==> config.mk <==
export PLATFORM = sky130hd
export DESIGN_NAME = calibration_table_interpolator
export DESIGN_NICKNAME = d
export VERILOG_FILES = /design/src/hdl/cti_pkg.sv /design/src/hdl/calibration_table_interpolator.sv /design/src/hdl/cti_ctrl.sv /design/src/hdl/cti_dpath.sv
export SDC_FILE = /design/constraint.sdc
export NUM_CORES = 2
export LEC_CHECK = 0
export BUFFER_PORTS_ARGS = -buffer_cell sky130_fd_sc_hd__buf_2
export CORE_UTILIZATION = 30
export DETAILED_ROUTE_END_ITERATION = 10
export GPL_ROUTABILITY_DRIVEN = 0
export PLACE_DENSITY_LB_ADDON = 0.05
export SKIP_CTS_REPAIR_TIMING = 1
export SLEW_MARGIN = 5
export SYNTH_ARGS = -nofsm -noshare
export SYNTH_HDL_FRONTEND = slang
export SYNTH_SLANG_ARGS = --single-unit
export TNS_END_PERCENT = 30
==> constraint.sdc <==
create_clock -name i_clk -period 11.5 [get_ports i_clk]
set_input_delay 1.15 -clock i_clk [delete_from_list [all_inputs] [get_ports i_clk]]
set_output_delay 1.15 -clock i_clk [all_outputs]
set_load 0.02 [all_outputs]
==> src/hdl/cti_pkg.sv <==
// shared types, constants and codes for the calibration table interpolator
// no dependencies; imported by cti_ctrl, cti_dpath and calibration_table_interpolator
package cti_pkg;

    localparam int MAX_POINTS_DEF = 8;

    // field widths
    localparam int PW   = 16;   // point / request power, unsigned
    localparam int VW   = 16;   // voltage, signed
    localparam int IDXW = 3;    // point_index
    localparam int CNTW = 4;    // point_count register

    // stream and register port widths
    localparam int S_TDATA_W = 56;
    localparam int M_TDATA_W = 16;
    localparam int APB_DW    = 32;
    localparam int APB_AW    = 3;

    // register byte addresses
    localparam logic [APB_AW-1:0] REG_POINT_COUNT = 3'd0;

    // item commands
    localparam logic CMD_CONVERT = 1'b0;
    localparam logic CMD_LOAD    = 1'b1;

    // table read kinds
    localparam logic RD_MINMAX  = 1'b0;
    localparam logic RD_SEGMENT = 1'b1;

    // serial divider: 32-bit magnitude by 16-bit magnitude, one quotient bit per cycle
    localparam int DIV_STEPS = 32;
    localparam int DIV_CW    = 5;

    // result source codes
    typedef logic [2:0] t_res_src;
    localparam t_res_src RES_ZERO   = 3'd0;
    localparam t_res_src RES_LO     = 3'd1;
    localparam t_res_src RES_HI     = 3'd2;
    localparam t_res_src RES_V0     = 3'd3;
    localparam t_res_src RES_INTERP = 3'd4;

    // commands from the controller to the datapath
    typedef struct packed {
        logic     we;
        logic     req_ld;
        logic     rd_en;
        logic     rd_kind;
        logic     rd_first;
        logic     mul_go;
        logic     div_init;
        logic     div_step;
        logic     res_ld;
        t_res_src res_src;
    } t_cti_cmd;

    // status from the datapath to the controller
    typedef struct packed {
        logic clamp_lo;
        logic clamp_hi;
        logic seg_found;
        logic seg_flat;
        logic out_free;
    } t_cti_stat;

endpackage

==> src/hdl/calibration_table_interpolator.sv <==
// top level: stream ports, point_count register on the apb-style port, controller and datapath
// depends on cti_pkg, cti_ctrl, cti_dpath
//
//   channel   dir  handshake             payload
//   s stream  in   i_s_tvalid/o_s_tready cmd, point_index, point_power, point_voltage, request
//   m stream  out  o_m_tvalid/i_m_tready control_voltage
//   config    in   psel/penable/pwrite   point_count at byte address 0
//
// a load item is written to the point memory when it is taken; a convert runs two scans
// of the n points in use, one read per cycle, and a 32-step serial divider;
// clamped results skip the second scan and the divider, and no points gives a zero result
// reset clears control state and point_count; the point memory is not cleared
// a finished result waits in the output register; the next item is taken meanwhile, but
// a second convert holds its result until the first is taken
module calibration_table_interpolator
    import cti_pkg::*;
#(
    parameter int MAX_POINTS = MAX_POINTS_DEF
) (
    input  logic                 i_clk,
    input  logic                 i_rst_n,
    // s_tdata: cmd[0], point_index[3:1], point_power[19:4], point_voltage[35:20],
    // request_power[51:36], zero fill[55:52]
    input  logic                 i_s_tvalid,
    output logic                 o_s_tready,
    input  logic [S_TDATA_W-1:0] i_s_tdata,
    // m_tdata: control_voltage[15:0]
    output logic                 o_m_tvalid,
    input  logic                 i_m_tready,
    output logic [M_TDATA_W-1:0] o_m_tdata,
    input  logic                 i_psel,
    input  logic                 i_penable,
    input  logic                 i_pwrite,
    input  logic [APB_AW-1:0]    i_paddr,
    input  logic [APB_DW-1:0]    i_pwdata,
    output logic [APB_DW-1:0]    o_prdata,
    output logic                 o_pready
);

    localparam int AW = $clog2(MAX_POINTS);

    logic [CNTW-1:0]      r_point_count;
    t_cti_cmd             w_cmd;
    t_cti_stat            w_stat;
    logic [AW-1:0]        w_rd_addr;
    logic signed [VW-1:0] w_voltage;

    assign o_pready = 1'b1;
    assign o_prdata = (i_paddr == REG_POINT_COUNT) ? APB_DW'(r_point_count) : '0;

    always_ff @(posedge i_clk) begin
        if (!i_rst_n) begin
            r_point_count <= '0;
        end else if (i_psel && i_penable && i_pwrite && o_pready
                     && i_paddr == REG_POINT_COUNT) begin
            r_point_count <= i_pwdata[CNTW-1:0];
        end
    end

    cti_ctrl #(
        .MAX_POINTS(MAX_POINTS)
    ) u_ctrl (
        .i_clk         (i_clk),
        .i_rst_n       (i_rst_n),
        .i_s_tvalid    (i_s_tvalid),
        .i_cmd         (i_s_tdata[0]),
        .i_point_count (r_point_count),
        .i_stat        (w_stat),
        .o_s_tready    (o_s_tready),
        .o_cmd         (w_cmd),
        .o_rd_addr     (w_rd_addr)
    );

    cti_dpath #(
        .MAX_POINTS(MAX_POINTS)
    ) u_dpath (
        .i_clk             (i_clk),
        .i_rst_n           (i_rst_n),
        .i_cmd             (w_cmd),
        .i_rd_addr         (w_rd_addr),
        .i_point_index     (i_s_tdata[3:1]),
        .i_point_power     (i_s_tdata[19:4]),
        .i_point_voltage   ($signed(i_s_tdata[35:20])),
        .i_request_power   (i_s_tdata[51:36]),
        .i_m_tready        (i_m_tready),
        .o_stat            (w_stat),
        .o_res_valid       (o_m_tvalid),
        .o_control_voltage (w_voltage)
    );

    assign o_m_tdata = w_voltage;

    // a result is loaded only into a free output register
    a_res_ld_free: assert property (@(posedge i_clk) disable iff (!i_rst_n)
        w_cmd.res_ld |-> (!o_m_tvalid || i_m_tready))
        else $error("result loaded over an unclaimed result");

    // the memory is written only by an accepted load item
    a_we_on_accept: assert property (@(posedge i_clk) disable iff (!i_rst_n)
        w_cmd.we |-> (i_s_tvalid && o_s_tready && i_s_tdata[0] == CMD_LOAD))
        else $error("point write without an accepted load item");

    // a load item never produces a result in the following cycle
    a_load_no_result: assert property (@(posedge i_clk) disable iff (!i_rst_n)
        (i_s_tvalid && o_s_tready && i_s_tdata[0] == CMD_LOAD) |=> !w_cmd.res_ld)
        else $error("load item produced a result");

    // datapath operations are exclusive
    a_ops_exclusive: assert property (@(posedge i_clk) disable iff (!i_rst_n)
        $onehot0({w_cmd.rd_en, w_cmd.mul_go, w_cmd.div_init, w_cmd.div_step, w_cmd.res_ld}))
        else $error("overlapping datapath commands");

endmodule

==> src/hdl/cti_ctrl.sv <==
// controller state machine: sequences table scans, multiply, serial divide and result
// depends on cti_pkg
module cti_ctrl
    import cti_pkg::*;
#(
    parameter int MAX_POINTS = MAX_POINTS_DEF
) (
    input  logic                          i_clk,
    input  logic                          i_rst_n,
    input  logic                          i_s_tvalid,
    input  logic                          i_cmd,
    input  logic [CNTW-1:0]               i_point_count,
    input  t_cti_stat                     i_stat,
    output logic                          o_s_tready,
    output t_cti_cmd                      o_cmd,
    output logic [$clog2(MAX_POINTS)-1:0] o_rd_addr
);

    localparam int AW = $clog2(MAX_POINTS);
    localparam int NW = ($clog2(MAX_POINTS + 1) > CNTW) ? $clog2(MAX_POINTS + 1) : CNTW;

    localparam logic [3:0] ST_IDLE  = 4'd0;
    localparam logic [3:0] ST_MM    = 4'd1;
    localparam logic [3:0] ST_MM_W  = 4'd2;
    localparam logic [3:0] ST_CLAMP = 4'd3;
    localparam logic [3:0] ST_SEG   = 4'd4;
    localparam logic [3:0] ST_SEG_W = 4'd5;
    localparam logic [3:0] ST_EVAL  = 4'd6;
    localparam logic [3:0] ST_MUL   = 4'd7;
    localparam logic [3:0] ST_DINIT = 4'd8;
    localparam logic [3:0] ST_DIV   = 4'd9;
    localparam logic [3:0] ST_FIN   = 4'd10;

    logic [3:0]        r_state, n_state;
    logic [NW-1:0]     r_cnt, n_cnt;
    logic [DIV_CW-1:0] r_dcnt, n_dcnt;
    t_res_src          r_src, n_src;
    logic [NW-1:0]     w_n;
    logic              w_last;
    logic              w_accept;

    // counts above capacity use the whole table
    assign w_n = (NW'(i_point_count) > NW'(MAX_POINTS)) ? NW'(MAX_POINTS) : NW'(i_point_count);
    assign w_last     = (r_cnt == (w_n - NW'(1)));
    assign o_s_tready = (r_state == ST_IDLE);
    assign w_accept   = i_s_tvalid && o_s_tready;
    assign o_rd_addr  = r_cnt[AW-1:0];

    always_comb begin
        n_state = r_state;
        n_cnt   = r_cnt;
        n_dcnt  = r_dcnt;
        n_src   = r_src;
        o_cmd   = '0;
        o_cmd.res_src = r_src;
        case (r_state)
            ST_IDLE: begin
                if (w_accept) begin
                    if (i_cmd == CMD_LOAD) begin
                        o_cmd.we = 1'b1;
                    end else begin
                        o_cmd.req_ld = 1'b1;
                        n_cnt = '0;
                        if (w_n == '0) begin
                            n_src   = RES_ZERO;
                            n_state = ST_FIN;
                        end else begin
                            n_state = ST_MM;
                        end
                    end
                end
            end
            ST_MM: begin
                o_cmd.rd_en    = 1'b1;
                o_cmd.rd_kind  = RD_MINMAX;
                o_cmd.rd_first = (r_cnt == '0);
                if (w_last) begin
                    n_state = ST_MM_W;
                end else begin
                    n_cnt = r_cnt + NW'(1);
                end
            end
            ST_MM_W: begin
                n_state = ST_CLAMP;
            end
            ST_CLAMP: begin
                if (i_stat.clamp_lo) begin
                    n_src   = RES_LO;
                    n_state = ST_FIN;
                end else if (i_stat.clamp_hi) begin
                    n_src   = RES_HI;
                    n_state = ST_FIN;
                end else begin
                    n_cnt   = '0;
                    n_state = ST_SEG;
                end
            end
            ST_SEG: begin
                o_cmd.rd_en    = 1'b1;
                o_cmd.rd_kind  = RD_SEGMENT;
                o_cmd.rd_first = (r_cnt == '0);
                if (w_last) begin
                    n_state = ST_SEG_W;
                end else begin
                    n_cnt = r_cnt + NW'(1);
                end
            end
            ST_SEG_W: begin
                n_state = ST_EVAL;
            end
            ST_EVAL: begin
                if (!i_stat.seg_found) begin
                    n_src   = RES_HI;
                    n_state = ST_FIN;
                end else if (i_stat.seg_flat) begin
                    n_src   = RES_V0;
                    n_state = ST_FIN;
                end else begin
                    n_state = ST_MUL;
                end
            end
            ST_MUL: begin
                o_cmd.mul_go = 1'b1;
                n_state = ST_DINIT;
            end
            ST_DINIT: begin
                o_cmd.div_init = 1'b1;
                n_dcnt  = '0;
                n_state = ST_DIV;
            end
            ST_DIV: begin
                o_cmd.div_step = 1'b1;
                if (r_dcnt == DIV_CW'(DIV_STEPS - 1)) begin
                    n_src   = RES_INTERP;
                    n_state = ST_FIN;
                end else begin
                    n_dcnt = r_dcnt + DIV_CW'(1);
                end
            end
            ST_FIN: begin
                // wait here while the previous result is still unclaimed
                if (i_stat.out_free) begin
                    o_cmd.res_ld = 1'b1;
                    n_state = ST_IDLE;
                end
            end
            default: begin
                n_state = ST_IDLE;
            end
        endcase
    end

    always_ff @(posedge i_clk) begin
        if (!i_rst_n) begin
            r_state <= ST_IDLE;
            r_cnt   <= '0;
            r_dcnt  <= '0;
            r_src   <= RES_ZERO;
        end else begin
            r_state <= n_state;
            r_cnt   <= n_cnt;
            r_dcnt  <= n_dcnt;
            r_src   <= n_src;
        end
    end

endmodule

==> src/hdl/cti_dpath.sv <==
// datapath: point memory, min/max and segment trackers, multiplier, serial divider,
// result register; depends on cti_pkg
module cti_dpath
    import cti_pkg::*;
#(
    parameter int MAX_POINTS = MAX_POINTS_DEF
) (
    input  logic                          i_clk,
    input  logic                          i_rst_n,
    input  t_cti_cmd                      i_cmd,
    input  logic [$clog2(MAX_POINTS)-1:0] i_rd_addr,
    input  logic [IDXW-1:0]               i_point_index,
    input  logic [PW-1:0]                 i_point_power,
    input  logic signed [VW-1:0]          i_point_voltage,
    input  logic [PW-1:0]                 i_request_power,
    input  logic                          i_m_tready,
    output t_cti_stat                     o_stat,
    output logic                          o_res_valid,
    output logic signed [VW-1:0]          o_control_voltage
);

    localparam int AW = $clog2(MAX_POINTS);

    logic [PW+VW-1:0] r_mem [MAX_POINTS];
    logic [PW+VW-1:0] r_rd_data;
    logic             r_rd_valid, r_rd_kind, r_rd_first;
    logic             w_idx_ok;
    logic [AW-1:0]    w_waddr;
    logic [PW-1:0]    w_rd_p;
    logic signed [VW-1:0] w_rd_v;

    logic [PW-1:0]        r_req;
    logic [PW-1:0]        r_lo_p, r_hi_p, r_prev_p, r_p0, r_p1;
    logic signed [VW-1:0] r_lo_v, r_hi_v, r_prev_v, r_v0, r_v1;
    logic                 r_found;
    logic [PW-1:0]        w_smin, w_smax;
    logic                 w_in_seg;

    logic signed [PW+1:0]   w_dp, w_dv, w_den;
    logic signed [2*PW+1:0] r_prod;
    logic signed [PW:0]     r_den;
    logic [2*PW+1:0]        w_num_mag;
    logic [PW:0]            w_den_mag;
    logic                   r_neg;
    logic [PW-1:0]          r_rem, r_dmag;
    logic [2*PW-1:0]        r_quo;
    logic [PW:0]            w_shift, w_sub;
    logic                   w_ge;
    logic signed [VW+1:0]   w_qs, w_interp;

    logic                 r_res_valid;
    logic signed [VW-1:0] r_res, w_res;

    // point memory
    assign w_idx_ok = (32'(i_point_index) < MAX_POINTS);
    assign w_waddr  = AW'(i_point_index);

    always_ff @(posedge i_clk) begin
        if (i_cmd.we && w_idx_ok) begin
            r_mem[w_waddr] <= {i_point_power, i_point_voltage};
        end
        if (i_cmd.rd_en) begin
            r_rd_data <= r_mem[i_rd_addr];
        end
    end

    always_ff @(posedge i_clk) begin
        if (!i_rst_n) begin
            r_rd_valid <= 1'b0;
            r_rd_kind  <= RD_MINMAX;
            r_rd_first <= 1'b0;
        end else begin
            r_rd_valid <= i_cmd.rd_en;
            r_rd_kind  <= i_cmd.rd_kind;
            r_rd_first <= i_cmd.rd_first;
        end
    end

    assign w_rd_p = r_rd_data[PW+VW-1:VW];
    assign w_rd_v = $signed(r_rd_data[VW-1:0]);

    assign w_smin   = (r_prev_p < w_rd_p) ? r_prev_p : w_rd_p;
    assign w_smax   = (r_prev_p < w_rd_p) ? w_rd_p : r_prev_p;
    assign w_in_seg = (r_req >= w_smin) && (r_req <= w_smax);

    // scans: strict compares keep the first-found extreme and the first segment
    always_ff @(posedge i_clk) begin
        if (i_cmd.req_ld) begin
            r_req <= i_request_power;
        end
        if (r_rd_valid && r_rd_kind == RD_MINMAX) begin
            if (r_rd_first || w_rd_p < r_lo_p) begin
                r_lo_p <= w_rd_p;
                r_lo_v <= w_rd_v;
            end
            if (r_rd_first || w_rd_p > r_hi_p) begin
                r_hi_p <= w_rd_p;
                r_hi_v <= w_rd_v;
            end
        end
        if (r_rd_valid && r_rd_kind == RD_SEGMENT) begin
            r_prev_p <= w_rd_p;
            r_prev_v <= w_rd_v;
            if (!r_rd_first && !r_found && w_in_seg) begin
                r_p0 <= r_prev_p;
                r_v0 <= r_prev_v;
                r_p1 <= w_rd_p;
                r_v1 <= w_rd_v;
            end
        end
    end

    always_ff @(posedge i_clk) begin
        if (!i_rst_n) begin
            r_found <= 1'b0;
        end else if (r_rd_valid && r_rd_kind == RD_SEGMENT) begin
            if (r_rd_first) begin
                r_found <= 1'b0;
            end else if (w_in_seg) begin
                r_found <= 1'b1;
            end
        end
    end

    // (p - p0) * (v1 - v0), then magnitudes for the divider
    assign w_dp  = $signed({2'b00, r_req}) - $signed({2'b00, r_p0});
    assign w_dv  = $signed({{2{r_v1[VW-1]}}, r_v1}) - $signed({{2{r_v0[VW-1]}}, r_v0});
    assign w_den = $signed({2'b00, r_p1}) - $signed({2'b00, r_p0});

    assign w_num_mag = r_prod[2*PW+1] ? (2*PW+2)'(-r_prod) : (2*PW+2)'(r_prod);
    assign w_den_mag = r_den[PW] ? (PW+1)'(-r_den) : (PW+1)'(r_den);

    assign w_shift = {r_rem, r_quo[2*PW-1]};
    assign w_ge    = (w_shift >= {1'b0, r_dmag});
    assign w_sub   = w_shift - {1'b0, r_dmag};

    always_ff @(posedge i_clk) begin
        if (i_cmd.mul_go) begin
            r_prod <= w_dp * w_dv;
            r_den  <= w_den[PW:0];
        end
        if (i_cmd.div_init) begin
            r_neg  <= r_prod[2*PW+1] ^ r_den[PW];
            r_quo  <= w_num_mag[2*PW-1:0];
            r_dmag <= w_den_mag[PW-1:0];
            r_rem  <= '0;
        end else if (i_cmd.div_step) begin
            r_rem <= w_ge ? w_sub[PW-1:0] : w_shift[PW-1:0];
            r_quo <= {r_quo[2*PW-2:0], w_ge};
        end
    end

    // quotient magnitude never exceeds |v1 - v0|, so 17 bits carry it
    assign w_qs     = r_neg ? -$signed({1'b0, r_quo[PW:0]}) : $signed({1'b0, r_quo[PW:0]});
    assign w_interp = $signed({{2{r_v0[VW-1]}}, r_v0}) + w_qs;

    always_comb begin
        case (i_cmd.res_src)
            RES_ZERO:   w_res = '0;
            RES_LO:     w_res = r_lo_v;
            RES_HI:     w_res = r_hi_v;
            RES_V0:     w_res = r_v0;
            RES_INTERP: w_res = w_interp[VW-1:0];
            default:    w_res = '0;
        endcase
    end

    always_ff @(posedge i_clk) begin
        if (i_cmd.res_ld) begin
            r_res <= w_res;
        end
    end

    always_ff @(posedge i_clk) begin
        if (!i_rst_n) begin
            r_res_valid <= 1'b0;
        end else if (i_cmd.res_ld) begin
            r_res_valid <= 1'b1;
        end else if (i_m_tready) begin
            r_res_valid <= 1'b0;
        end
    end

    assign o_stat.clamp_lo  = (r_req <= r_lo_p);
    assign o_stat.clamp_hi  = (r_req >= r_hi_p);
    assign o_stat.seg_found = r_found;
    assign o_stat.seg_flat  = (r_p0 == r_p1);
    assign o_stat.out_free  = !r_res_valid || i_m_tready;

    assign o_res_valid       = r_res_valid;
    assign o_control_voltage = r_res;

endmodule

==> results.txt <==
----------------------------------------------------
[Timing]
  Post-route clock period utilization ... 0.888
  Worst setup slack after layout ... 1.29 ns
  Unrepaired setup endpoints after global routing ... no
  Final setup violation count ... 0
  Max-slew headroom ... 0.183
  Top achievable clock speed ... 0.0980 GHz
  Final min period ... just over 10 ns
  Transition at the pin with the smallest max-transition slack ... 1.22 ns
  Fin Clk Skew ... a little over 0.07 ns
  Slew Viols, Final ... 0
  Sum of negative setup slack ... 0 ns
  Number of hold-slack violations in the final timing report ... 0

[Setup path]
  Bufs and invs on worst path ... 4
  Gate family responsible for the most delay along the worst path ... adder cells
  Kind of critical path ... flip-flop to flip-flop
  WP data arrival ... 10.58 ns
  Register-to-Register Path Depth ... 30
  Critical path peak fanout ... 13
  Delay contributed by the slowest stage of the critical path ... 0.62 ns
  Setup crit end kind ... flip-flop
  CP required ... between 10 and 15 ns
  Reg2reg end ... u_dpath.r_prod[33]
  Reg-to-Reg Start ... u_dpath.r_req[0]
  Flop2flop setup slack ... 1.29 ns
  Slowest stage cell, crit path ... sky130_fd_sc_hd__fa_1
  Crit path top cell by count ... sky130_fd_sc_hd__fa_1
  CP Launch Type ... flip-flop

[Cells and area]
  Area growth from synthesis to layout ... 13.1%
  Core occupancy in the finished layout ... 0.342
  Antenna diode count ... 0
  Final std cell area, no fill ... 46,200 um^2
  Share of post-route cells with drive strength above 1 ... 0.118
  # fillers ... 13,300
  Layout Nets ... 4,190

[GRT]
  Sum of overflow across all layers after global routing ... 0
  Via count of the first global-routing pass ... around 28,000
  Largest net degree at the start of global routing ... 67
  Total global routing track utilization ... 0.165
  Antenna violations before repair ... 11
  First-pass GRT wire length ... 171 mm

[Yosys]
  Yosys warnings ... 0
  Post-synthesis cell type count ... 79
  Mean post-synth cell area ... between 10 and 15 um^2
  Sequential share of the synthesized area ... 0.446
  Post-synthesis cell count ... 3,375
  Mapped cell area ... just over 40,000 um^2
  Number of flip-flops and latches in the synthesized netlist ... 620
  Top_reg_cell synth ... sky130_fd_sc_hd__edfxtp_1
  Count of flip-flops with a built-in enable after synthesis ... 579
  Share of async-settable or async-resettable flops after synthesis ... 0

[Detailed routing]
  Via total after detailed routing ... about 25,000
  Drt via density ... 4.76
  Total wire length after detailed routing ... 111 mm
  Post-DR wirelength/cell ... 20.7 um
  DRC violations left ... 0
  First-pass DRT Iterations ... 5
  First-iteration detailed-routing DRC count ... 1,213
  Antenna Nets Post-Route ... 0

[Placed design]
  Post-detailed-placement cell area ... 43,700 um^2
  Hpwl dp ... 82.2 mm
  Post-place setup slack ... 1.30 ns
  Port Buffer Count ... 87

[Worst hold path]
  Cells on Worst Hold Path ... 0
  Startpoint of the lowest-slack hold path ... u_dpath.r_prev_v[2]
  Worst min-delay path category ... flip-flop to flip-flop
  Worst Hold End ... u_dpath.r_v0[2]

[CTS]
  Number of buffers between clock root and the deepest sink ... 3
  Number of clock buffers inserted by TritonCTS ... between 70 and 80
  Deepest level of the CTS H-tree ... 3
  CTS clock-pin slew for the worst setup and hold paths ... 0.06 ns
  Clock latency on the worst-skew pair ... 0.69 ns
  TritonCTS clock tree ... done
  Total clock sinks ... 620
  Clock tree root buffer cell ... sky130_fd_sc_hd__clkbuf_16

[Floorplan]
  Floorplan row count ... 135
  Area of the placeable core ... 135,000 um^2
  Floorplan die height ... 371 um
  Top Ports ... 149
  Initial core utilization ... 0.302
  Width of the die ... 371 um
  Area of the die ... 138,000 um^2

[Run status]
  Outcome ... complete, no violations

[Job]
  Max-capacitance violation count ... 0

----------------------------------------------------
[kinds of logic after synthesis]
| group | Yosys count | synth area share |
|---|---|---|
| AOI/OAI and AO/OA | 468 | 0.0764 |
| xor gates and xnor gates | 164 | 0.0352 |
| adders and majority gates | 584 | 0.234 |
| buffers and inverters | 598 | 0.0576 |
| DFF | 620 | 0.446 |
| muxes | 170 | 0.0627 |
| other | 2 | 0.000184 |
| and+or+nand+nor | 769 | 0.0881 |
[worst max path at each step]
| stage | cells past startpoint | to | from |
|---|---|---|---|
| global placement | 30 | u_dpath.r_prod[33] | u_dpath.r_req[0] |
| finish | 30 | u_dpath.r_prod[33] | u_dpath.r_req[0] |
| detailed placement | 30 | u_dpath.r_prod[33] | u_dpath.r_req[0] |
| floorplan | 20 | u_dpath.r_p0[0] | u_dpath.r_rd_data[17] |
| CTS | 30 | u_dpath.r_prod[33] | u_dpath.r_req[0] |
| global route | 29 | u_dpath.r_prod[30] | u_dpath.r_req[0] |
[metal layers]
layer	GRT usage	wire length (um)
met1	0.213	49500
met2	0.286	54400
met3	0.0279	4320
met4	0.0389	2300
met5	0	46
[synthesized netlist by cell type (all sizes together) (16+ instances only)]
| master | instances | area, um^2 |
|---|---|---|
| a21o | 54 | 405 |
| a21oi | 108 | 541 |
| a22oi | 18 | 135 |
| and2 | 33 | 206 |
| buf | 37 | 248 |
| clkbuf | 81 | 304 |
| dfxtp | 41 | 821 |
| edfxtp | 579 | 17400 |
| fa | 301 | 6030 |
| ha | 283 | 3540 |
| inv | 480 | 1800 |
| mux2 | 47 | 529 |
| mux2i | 59 | 591 |
| mux4 | 64 | 1440 |
| nand2 | 259 | 972 |
| nand2b | 38 | 240 |
| nand3 | 30 | 150 |
| nand4 | 17 | 106 |
| nor2 | 224 | 841 |
| nor2b | 50 | 313 |
| nor3 | 43 | 220 |
| o21a | 31 | 233 |
| o21ai | 92 | 460 |
| o22ai | 16 | 100 |
| o31ai | 23 | 178 |
| or4 | 16 | 128 |
| xnor2 | 97 | 850 |
| xor2 | 67 | 587 |
[cells in the final DEF, fill, tap and decap left out, drive strengths merged, types with 8 or more instances in the layout]
cell    count
a21oi     108
a21boi      8
or3        14
mux2i      59
a22oi      18
o211ai     11
nand2     259
nor3       43
xnor2      97
a211oi     15
nand4      17
nor2b      50
o41ai      13
o21ai      92
and2       33
or4        16
clkbuf     87
dfxtp      41
xor2       67
a31oi      11
o31ai      23
inv       480
buf       147
mux4       64
fa        301
and3       13
a21o       54
conb       29
ha        283
nor2      224
clkinv     36
nand2b     38
o22ai      16
nand3      30
edfxtp    579
mux2       47
o21a       31
[flip-flops by register name (all words and copies together), names as in the netlist, 17 cells and up]
register           flops
u_dpath.r_den         17
u_dpath.r_mem        256
u_dpath.r_prod        33
u_dpath.r_quo         32
u_dpath.r_rd_data     32
[per-stage QoR]
stage / cells / hold slack [ns]
floorplan: 3402 / 0.400
global placement: 5212 / 0.402
detailed placement: 5212 / 0.405
CTS: 5349 / 0.416
global route: 5349 / 0.423
finish: 5349 / 0.414
[area by class of cell]
class | count | area (um^2) | area share
Clock inverter | 50 | 611 | 0.0132
Clock buffer | 87 | 1920 | 0.0416
Inverter | 480 | 1800 | 0.0390
Sequential cell | 620 | 18200 | 0.394
Timing Repair Buffer | 147 | 886 | 0.0192
Multi-Input combinational cell | 2184 | 20600 | 0.445
Tap cell | 1781 | 2230 | 0.0482
Power is left out: the tool's default activity adds up to more than one toggle a clock period on the data nets, which glitch-free logic cannot reach.
